## config.mk

```make
export PLATFORM = sky130hd
export DESIGN_NAME = per_node_random_packet_sampler_top
export DESIGN_NICKNAME = d
export VERILOG_FILES = /design/src/rtl/pnrps_pkg.sv /design/src/rtl/pnrps_mod_unit.sv /design/src/rtl/per_node_random_packet_sampler_top.sv
export SDC_FILE = /design/constraint.sdc
export NUM_CORES = 2
export LEC_CHECK = 0
export ABC_AREA = 1
export BUFFER_PORTS_ARGS = -buffer_cell sky130_fd_sc_hd__buf_4
export CAP_MARGIN = 20
export CORE_MARGIN = 3
export CORE_UTILIZATION = 35
export CTS_CLUSTER_SIZE = 8
export DETAILED_ROUTE_END_ITERATION = 12
export PLACE_DENSITY = 0.59
export SYNTH_ARGS = -nofsm -noshare
export SYNTH_HDL_FRONTEND = slang
export SYNTH_SLANG_ARGS = --single-unit
export TNS_END_PERCENT = 1
```

## constraint.sdc

```tcl
create_clock -name clk -period 13.5 [get_ports clk]
set_input_delay 2.7 -clock clk [delete_from_list [all_inputs] [get_ports clk]]
set_output_delay 2.7 -clock clk [all_outputs]
set_load 0.03 [all_outputs]
```

## src/rtl/pnrps_pkg.sv

```systemverilog
`timescale 1ns / 1ps
// ----------------------------------------------------------------------------
// pnrps_pkg
// shared constants, codes and types of the per-node random packet sampler
// ----------------------------------------------------------------------------
package pnrps_pkg;

  localparam int NODES      = 16;
  localparam int MAX_WINDOW = 128;
  localparam int NODE_W     = (NODES > 1) ? $clog2(NODES) : 1;
  localparam int POS_W      = (MAX_WINDOW > 1) ? $clog2(MAX_WINDOW) : 1;

  localparam logic [31:0] LFSR_TAPS    = 32'h8020_0003;
  localparam logic [31:0] SEED_RESET   = 32'd1;
  localparam logic [7:0]  TAKE_RESET   = 8'd100;
  localparam logic [7:0]  WINDOW_RESET = 8'd100;

  typedef enum logic [1:0] {
    REG_SEED    = 2'd0,
    REG_TAKE    = 2'd1,
    REG_WINDOW  = 2'd2,
    REG_UNUSED  = 2'd3
  } reg_idx_t;

  typedef enum logic [1:0] {
    ST_OK        = 2'd0,
    ST_NOT_FOUND = 2'd1,
    ST_FULL      = 2'd2,
    ST_BAD_RATE  = 2'd3
  } status_t;

  localparam logic REQ_PACKET = 1'b0;
  localparam logic REQ_RATE   = 1'b1;

  typedef struct packed {
    logic        start;
    logic [31:0] dividend;
    logic [7:0]  divisor;
  } mod_req_t;

  typedef struct packed {
    logic       done;
    logic [7:0] rem;
  } mod_rsp_t;

  function automatic logic [31:0] lfsr_next(input logic [31:0] l);
    lfsr_next = (l >> 1) ^ (l[0] ? LFSR_TAPS : 32'd0);
  endfunction

endpackage

```

## src/rtl/pnrps_mod_unit.sv

```systemverilog
`timescale 1ns / 1ps
// ----------------------------------------------------------------------------
// pnrps_mod_unit
// restoring remainder of a 32-bit value by an 8-bit divisor, one bit a cycle
// ----------------------------------------------------------------------------
module pnrps_mod_unit (
  input  logic                clk,
  input  logic                rst_n,
  input  pnrps_pkg::mod_req_t req,
  output pnrps_pkg::mod_rsp_t rsp
);

  logic        busy_r;
  logic        done_r;
  logic [4:0]  cnt_r;
  logic [31:0] dvd_r;
  logic [7:0]  div_r;
  logic [7:0]  rem_r;
  logic [8:0]  sh;
  logic [7:0]  rem_nxt;

  always_comb begin
    sh = {rem_r, dvd_r[31]};
    if (sh >= {1'b0, div_r}) begin
      rem_nxt = 8'(sh - {1'b0, div_r});
    end else begin
      rem_nxt = sh[7:0];
    end
  end

  always_ff @(posedge clk) begin
    if (!rst_n) begin
      busy_r <= 1'b0;
      done_r <= 1'b0;
      cnt_r  <= '0;
    end else begin
      done_r <= 1'b0;
      if (req.start && !busy_r) begin
        busy_r <= 1'b1;
        cnt_r  <= '0;
        dvd_r  <= req.dividend;
        div_r  <= req.divisor;
        rem_r  <= '0;
      end else if (busy_r) begin
        rem_r <= rem_nxt;
        dvd_r <= {dvd_r[30:0], 1'b0};
        cnt_r <= cnt_r + 5'd1;
        if (cnt_r == 5'd31) begin
          busy_r <= 1'b0;
          done_r <= 1'b1;
        end
      end
    end
  end

  assign rsp.done = done_r;
  assign rsp.rem  = rem_r;

endmodule

```

## src/rtl/per_node_random_packet_sampler_top.sv

```systemverilog
`timescale 1ns / 1ps
// ----------------------------------------------------------------------------
// per_node_random_packet_sampler_top
// per-monitor random take-out-of-window packet sampler with a 16-entry monitor table
// ----------------------------------------------------------------------------
// channel  ports                                          handshake
// in       in_req_type in_node_addr in_new_take in_new_window  start & !busy
// out      out_take out_status                            out_valid, one cycle
// cfg      cfg_idx cfg_wdata                              cfg_we
//
// a packet that reads its pick row passes through the lookup, row read and bit
// select states before its result strobe; a rate change or a packet decided
// by its rate alone is answered from the lookup state. a window start draws
// take positions one after another through the shared remainder unit before
// that request's result is issued.
// synchronous reset clears the table valid bits and loads seed and defaults.
// the receiver cannot stall; busy stays high until the result is issued.
// ----------------------------------------------------------------------------
module per_node_random_packet_sampler_top (
  input  logic        clk,
  input  logic        rst_n,
  input  logic        start,
  output logic        busy,
  input  logic        in_req_type,
  input  logic [31:0] in_node_addr,
  input  logic [7:0]  in_new_take,
  input  logic [7:0]  in_new_window,
  output logic        out_valid,
  output logic        out_take,
  output logic [1:0]  out_status,
  input  logic        cfg_we,
  input  logic [1:0]  cfg_idx,
  input  logic [31:0] cfg_wdata
);

  localparam int N  = pnrps_pkg::NODES;
  localparam int MW = pnrps_pkg::MAX_WINDOW;
  localparam int NW = pnrps_pkg::NODE_W;
  localparam int PW = pnrps_pkg::POS_W;

  typedef enum logic [2:0] {
    S_IDLE, S_LOOK, S_READ, S_FIN, S_DRAW, S_MODW
  } state_t;

  state_t      state_r;
  logic        req_type_r;
  logic [31:0] addr_r;
  logic [7:0]  ntake_r, nwin_r;
  logic [31:0] lfsr_r;
  logic [7:0]  dflt_take_r, dflt_win_r;

  logic          valid_r [N];
  logic [31:0]   eaddr_r [N];
  logic [7:0]    etake_r [N];
  logic [7:0]    ewin_r  [N];
  logic [PW-1:0] epos_r  [N];

  logic [MW-1:0] mem [N];
  logic [MW-1:0] rd_r;
  logic [MW-1:0] row_r;
  logic          mem_we;

  logic [NW-1:0] idx_r;
  logic [7:0]    t_r;
  logic [7:0]    k_r;
  logic [PW-1:0] p_r;

  logic          out_valid_r, out_take_r;
  logic [1:0]    out_status_r;

  // table search, lowest entry wins
  logic          hit, free;
  logic [NW-1:0] hit_idx, free_idx;

  always_comb begin
    hit      = 1'b0;
    free     = 1'b0;
    hit_idx  = '0;
    free_idx = '0;
    for (int i = N - 1; i >= 0; i--) begin
      if (valid_r[i] && eaddr_r[i] == addr_r) begin
        hit     = 1'b1;
        hit_idx = NW'(i);
      end
      if (!valid_r[i]) begin
        free     = 1'b1;
        free_idx = NW'(i);
      end
    end
  end

  // rate of the entry that a packet would use
  logic [NW-1:0] use_idx;
  logic [7:0]    use_t, use_w;
  logic [PW-1:0] use_p, pos_adv;
  logic [8:0]    p_inc;

  always_comb begin
    use_idx = hit ? hit_idx : free_idx;
    if (hit) begin
      use_t = etake_r[hit_idx];
      use_w = ewin_r[hit_idx];
      use_p = (9'(epos_r[hit_idx]) >= 9'(ewin_r[hit_idx])) ? '0 : epos_r[hit_idx];
    end else begin
      use_t = dflt_take_r;
      use_w = dflt_win_r;
      use_p = '0;
    end
    p_inc   = 9'(use_p) + 9'd1;
    pos_adv = (p_inc >= {1'b0, use_w}) ? '0 : PW'(p_inc);
  end

  pnrps_pkg::mod_req_t mod_req;
  pnrps_pkg::mod_rsp_t mod_rsp;
  logic [31:0]         lfsr_adv;

  assign lfsr_adv         = pnrps_pkg::lfsr_next(lfsr_r);
  assign mod_req.start    = (state_r == S_DRAW) && (k_r != t_r);
  assign mod_req.dividend = lfsr_adv;
  assign mod_req.divisor  = ewin_r[idx_r];

  pnrps_mod_unit u_mod (
    .clk   (clk),
    .rst_n (rst_n),
    .req   (mod_req),
    .rsp   (mod_rsp)
  );

  assign mem_we = (state_r == S_DRAW) && (k_r == t_r);

  always_ff @(posedge clk) begin
    if (mem_we) begin
      mem[idx_r] <= row_r;
    end
    rd_r <= mem[idx_r];
  end

  always_ff @(posedge clk) begin
    if (!rst_n) begin
      state_r     <= S_IDLE;
      out_valid_r <= 1'b0;
      lfsr_r      <= pnrps_pkg::SEED_RESET;
      dflt_take_r <= pnrps_pkg::TAKE_RESET;
      dflt_win_r  <= pnrps_pkg::WINDOW_RESET;
      for (int i = 0; i < N; i++) begin
        valid_r[i] <= 1'b0;
      end
    end else begin
      out_valid_r <= 1'b0;
      if (cfg_we) begin
        unique case (pnrps_pkg::reg_idx_t'(cfg_idx))
          pnrps_pkg::REG_SEED:   lfsr_r      <= cfg_wdata;
          pnrps_pkg::REG_TAKE:   dflt_take_r <= cfg_wdata[7:0];
          pnrps_pkg::REG_WINDOW: dflt_win_r  <= cfg_wdata[7:0];
          default: ;
        endcase
      end
      unique case (state_r)
        S_IDLE: begin
          if (start) begin
            req_type_r <= in_req_type;
            addr_r     <= in_node_addr;
            ntake_r    <= in_new_take;
            nwin_r     <= in_new_window;
            state_r    <= S_LOOK;
          end
        end
        S_LOOK: begin
          out_take_r   <= 1'b0;
          out_status_r <= pnrps_pkg::ST_OK;
          idx_r        <= use_idx;
          t_r          <= use_t;
          p_r          <= use_p;
          state_r      <= S_IDLE;
          if (req_type_r == pnrps_pkg::REQ_RATE) begin
            out_valid_r <= 1'b1;
            if (hit) begin
              etake_r[hit_idx] <= ntake_r;
              ewin_r[hit_idx]  <= nwin_r;
              epos_r[hit_idx]  <= '0;
            end else begin
              out_status_r <= pnrps_pkg::ST_NOT_FOUND;
            end
          end else if (!hit && !free) begin
            out_valid_r  <= 1'b1;
            out_status_r <= pnrps_pkg::ST_FULL;
          end else begin
            if (!hit) begin
              valid_r[free_idx] <= 1'b1;
              eaddr_r[free_idx] <= addr_r;
              etake_r[free_idx] <= dflt_take_r;
              ewin_r[free_idx]  <= dflt_win_r;
              epos_r[free_idx]  <= '0;
            end
            priority if (use_t == 8'd0) begin
              out_valid_r <= 1'b1;
            end else if (use_t == use_w) begin
              out_valid_r <= 1'b1;
              out_take_r  <= 1'b1;
            end else if (use_t > use_w || 32'(use_w) > 32'(MW)) begin
              out_valid_r  <= 1'b1;
              out_status_r <= pnrps_pkg::ST_BAD_RATE;
            end else begin
              epos_r[use_idx] <= pos_adv;
              if (use_p == '0) begin
                // new window: redraw the pick row
                row_r   <= '0;
                k_r     <= 8'd0;
                state_r <= S_DRAW;
              end else begin
                state_r <= S_READ;
              end
            end
          end
        end
        S_READ: begin
          state_r <= S_FIN;
        end
        S_FIN: begin
          out_valid_r <= 1'b1;
          out_take_r  <= rd_r[p_r];
          state_r     <= S_IDLE;
        end
        S_DRAW: begin
          if (k_r == t_r) begin
            out_valid_r <= 1'b1;
            out_take_r  <= row_r[0];
            state_r     <= S_IDLE;
          end else begin
            lfsr_r  <= lfsr_adv;
            state_r <= S_MODW;
          end
        end
        S_MODW: begin
          if (mod_rsp.done) begin
            row_r[mod_rsp.rem[PW-1:0]] <= 1'b1;
            k_r     <= k_r + 8'd1;
            state_r <= S_DRAW;
          end
        end
        default: state_r <= S_IDLE;
      endcase
    end
  end

  assign busy       = (state_r != S_IDLE);
  assign out_valid  = out_valid_r;
  assign out_take   = out_take_r;
  assign out_status = out_status_r;

endmodule

```

==> flow_metrics.env <==
export IMPL_synthCells=10123
export IMPL_vias=90946
export IMPL_pre_cts_ws_ns=2.66
export IMPL_combPwrFrac_pct=4.3
export IMPL_p_int_w=0.0182
export IMPL_power_frac_seq_pct=49.6
export IMPL_wire_per_inst_um=28.5
export IMPL_worst_setup_path_start_kind="register"
export IMPL_holdCritPathClass="register to register"
export IMPL_grt_total_usage_pct=22.1
export IMPL_slowest_delay_ns=0.85
export IMPL_tns_ns=0
export IMPL_wl_um=448000
export IMPL_numCtsBuffers=463
export IMPL_switching_power_w=0.00526
export IMPL_r2r_start="addr_r[31]"
export IMPL_drive_gt1_share_pct=10.1
export IMPL_p_sw_share_pct=22.4
export IMPL_nets=10475
export IMPL_clock_fmax_mhz=90.2
export IMPL_cp_required_ns=14.21
export IMPL_core_sq_mm=0.383
export IMPL_slew_headroom_pct=16.9
export IMPL_setup_viol=0
export IMPL_holdPathStages=2
export IMPL_setup_slack_ns=2.41
export IMPL_synth_seq_cells=3386
export IMPL_die_h_um=627
export IMPL_rows=227
export IMPL_layout_min_cycle_time_ns=11.09
export IMPL_maxCapViolCount=0
export IMPL_synth_edf_count=3183
export IMPL_dr_first_iter_drc_count=12999
export IMPL_grt_pass1_wl_um=638000
export IMPL_syn_num_nets=10247
export IMPL_end_kind="register"
export IMPL_finClkSkew_ns=0.118
export IMPL_r2r_slack_ns=2.41
export IMPL_nFillCells=35211
export IMPL_min_from="u_mod.dvd_r[4]"
export IMPL_ys_types=66
export IMPL_viasPerCell=5.77
export IMPL_root_buffer="clkbuf_16"
export IMPL_path_max_fanout=79
export IMPL_drc_errors=0
export IMPL_crit_type="register to register"
export IMPL_die_w_um=627
export IMPL_path_clk_slew_ns=0.05
export IMPL_clockPowerShare_pct=46.1
export IMPL_ir_drop_v=0.000130
export IMPL_worstRegToRegCells=54
export IMPL_dp_hpwl_um=245000
export IMPL_async_flop_share_pct=0
export IMPL_hold_end="u_mod.dvd_r[5]"
export IMPL_syn_cell_area_sq_mm=0.135
export IMPL_cts_max_level=5
export IMPL_worst_path_max_delay_cell="inv_4"
export IMPL_r2r_end="epos_r[14][0]"
export IMPL_initial_core_util_pct=35.2
export IMPL_port_buffers=91
export IMPL_ios=92
export IMPL_synth_ff_type="edfxtp_1"
export IMPL_power_density_mw_per_mm2=151
export IMPL_clock_sinks=3386
export IMPL_syn_to_final_growth_pct=15.2
export IMPL_leakage_nw=51.6
export IMPL_grt_setup_unrepaired="false"
export IMPL_grt_max_degree=155
export IMPL_antenna_left=0
export IMPL_antenna_found_initial=18
export IMPL_clock_latency_ns=0.99
export IMPL_cp_data_arrival_time_ns=11.80
export IMPL_tightestPinTransition_ns=1.25
export IMPL_synth_top_cell_by_area="edfxtp_1"
export IMPL_hold_buffers=0
export IMPL_gp_congestion=0.919
export IMPL_synth_top_area_share_pct=70.7
export IMPL_grt_overflow_total=0
export IMPL_tritoncts="yes"
export IMPL_clk_path_buf_depth=4
export IMPL_period_share_pct=82.2
export IMPL_yosys_warnings=0
export IMPL_grt_pass1_vias=88561
export IMPL_synthTopCellsByArea="edfxtp_1 71%, a22oi_1 6.0%, nand2_1 3.5%, dfxtp_1 3.0%, a21oi_1 2.8%"
export IMPL_avgSynthCellArea_sq_um=13.4
export IMPL_drtPass1Iterations=6
export IMPL_die_area_sq_mm=0.394
export IMPL_status="finished, final reports clean"
export IMPL_hold_violations=0
export IMPL_cts_resized=0
export IMPL_slew_viol_final=0
export IMPL_seq_area_frac_synth_pct=73.7
export IMPL_critPathMostFrequentCell="nand2_1"
export IMPL_cts_setup_buffers=0
-- critical path, delay by kind of cell, from the launching register on --
kind	cells	cell delay (ns)
flip-flops	1	0.37
buffers and inverters	7	2.76
AND/OR/NAND/NOR	31	4.47
adder cells (fa/ha/maj)	3	0.89
AO/OA/AOI/OAI	13	2.22
-- how the worst max path moves through the flow --
stage / slack (ns) / startpoint / cells after the start / end
after floorplan: 1.38 / addr_r[28] / 44 / k_r[0]
after global placement: 2.59 / addr_r[9] / 56 / epos_r[2][0]
after detailed placement: 2.66 / addr_r[13] / 57 / epos_r[10][0]
after CTS: 2.52 / addr_r[13] / 57 / epos_r[14][0]
after global routing: 1.74 / addr_r[9] / 56 / epos_r[8][1]
final: 2.41 / addr_r[31] / 54 / epos_r[14][0]
-- cells by family after synthesis --
| kind of cell | share of synthesized area [%] |
|---|---|
| adder cells (fa/ha/maj) | 0.348 |
| XOR/XNOR | 1.09 |
| AND/OR/NAND/NOR | 10.2 |
| multiplexers | 0.0296 |
| AO/OA/AOI/OAI | 11.6 |
| buffers and inverters | 3.10 |
| flip-flops | 73.7 |
-- power by group through the flow --
stage          Clock, W  Combinational (W)  Sequential, W
6_report         0.0108            0.00101         0.0117
5_1_grt          0.0114            0.00106         0.0117
4_1_cts          0.0110           0.000988         0.0117
3_5_place_dp          0           0.000983         0.0119
3_3_place_gp          0           0.000980         0.0119
2_1_floorplan         0           0.000535         0.0118
-- per-layer routing --
metal  part of all wire, %  vias to the layer above  routed length, um  global-route usage, %
li1                      -                    38706                  -                      -
met1                    42                    46279             189000                   31.6
met2                    45                     5136             202000                   34.0
met3                   9.7                      821              43600                   4.00
met4                   3.2                        4              14300                   7.03
met5                0.0071                        -                 32                      0
-- flip-flops by register name, indices dropped and copies added, names as in the netlist, 16 cells and up --
register / flops
valid_r: 16
etake_r: 128
addr_r: 32
ewin_r: 128
u_mod.dvd_r: 32
rd_r: 128
epos_r: 112
row_r: 128
mem: 2048
lfsr_r: 32
eaddr_r: 512
-- cells in the final DEF, fill, tap and decap left out, drive strengths merged, types with 107 or more instances in the layout --
master | Yosys | layout
a21oi | 750 | 750
a22oi | 1085 | 1085
buf | 188 | 328
clkbuf | 377 | 797
dfxtp | 203 | 203
edfxtp | 3183 | 3183
inv | 450 | 456
nand2 | 1258 | 1258
nand3 | 312 | 312
nand4 | 152 | 152
nor2 | 824 | 824
o21ai | 396 | 396
o22ai | 141 | 141
or2 | 126 | 126
or4 | 146 | 146
xnor2 | 107 | 107
-- cell type report --
type	instances	area (sq um)	share of cell area, %
clock buffers	797	12900	8.27
clock inverters	29	607	0.390
repair buffers	328	2820	1.81
flip-flops and latches	3386	99600	64.0
multi-input cells	5720	31700	20.4
inverters	452	1730	1.11
well taps	5038	6300	4.05
diodes	8	20.0	0.0129
-- synthesized netlist by cell type (9+ instances only) --
master / count
a21oi_1: 748
a22oi_1: 1085
a31oi_1: 29
buf_1: 42
buf_2: 102
buf_4: 25
buf_6: 18
clkbuf_1: 376
dfxtp_1: 203
edfxtp_1: 3183
ha_1: 36
inv_1: 418
inv_2: 32
nand2_1: 1251
nand3_1: 304
nand3b_1: 25
nand4_1: 150
nor2_1: 818
nor3_1: 75
nor3b_1: 17
nor4_1: 69
nor4b_1: 10
o2111ai_1: 25
o21ai_0: 379
o21ai_1: 17
o22ai_1: 141
or2_1: 9
or2_2: 116
or4_1: 146
xnor2_1: 107
xor2_1: 61
-- through the flow --
step,util [%],power [W],std cells,hold WS [ns],cell area (sq um)
floorplan,-,0.0124,10123,0.439,135000
global placement,37.0,0.0128,14914,0.454,142000
detailed placement,37.1,0.0128,14919,0.462,142000
CTS,40.6,0.0236,15745,0.470,156000
global route,40.6,0.0242,15755,0.501,156000
finish,40.6,0.0235,15758,0.471,156000
Power figures use the tool's default switching activity.
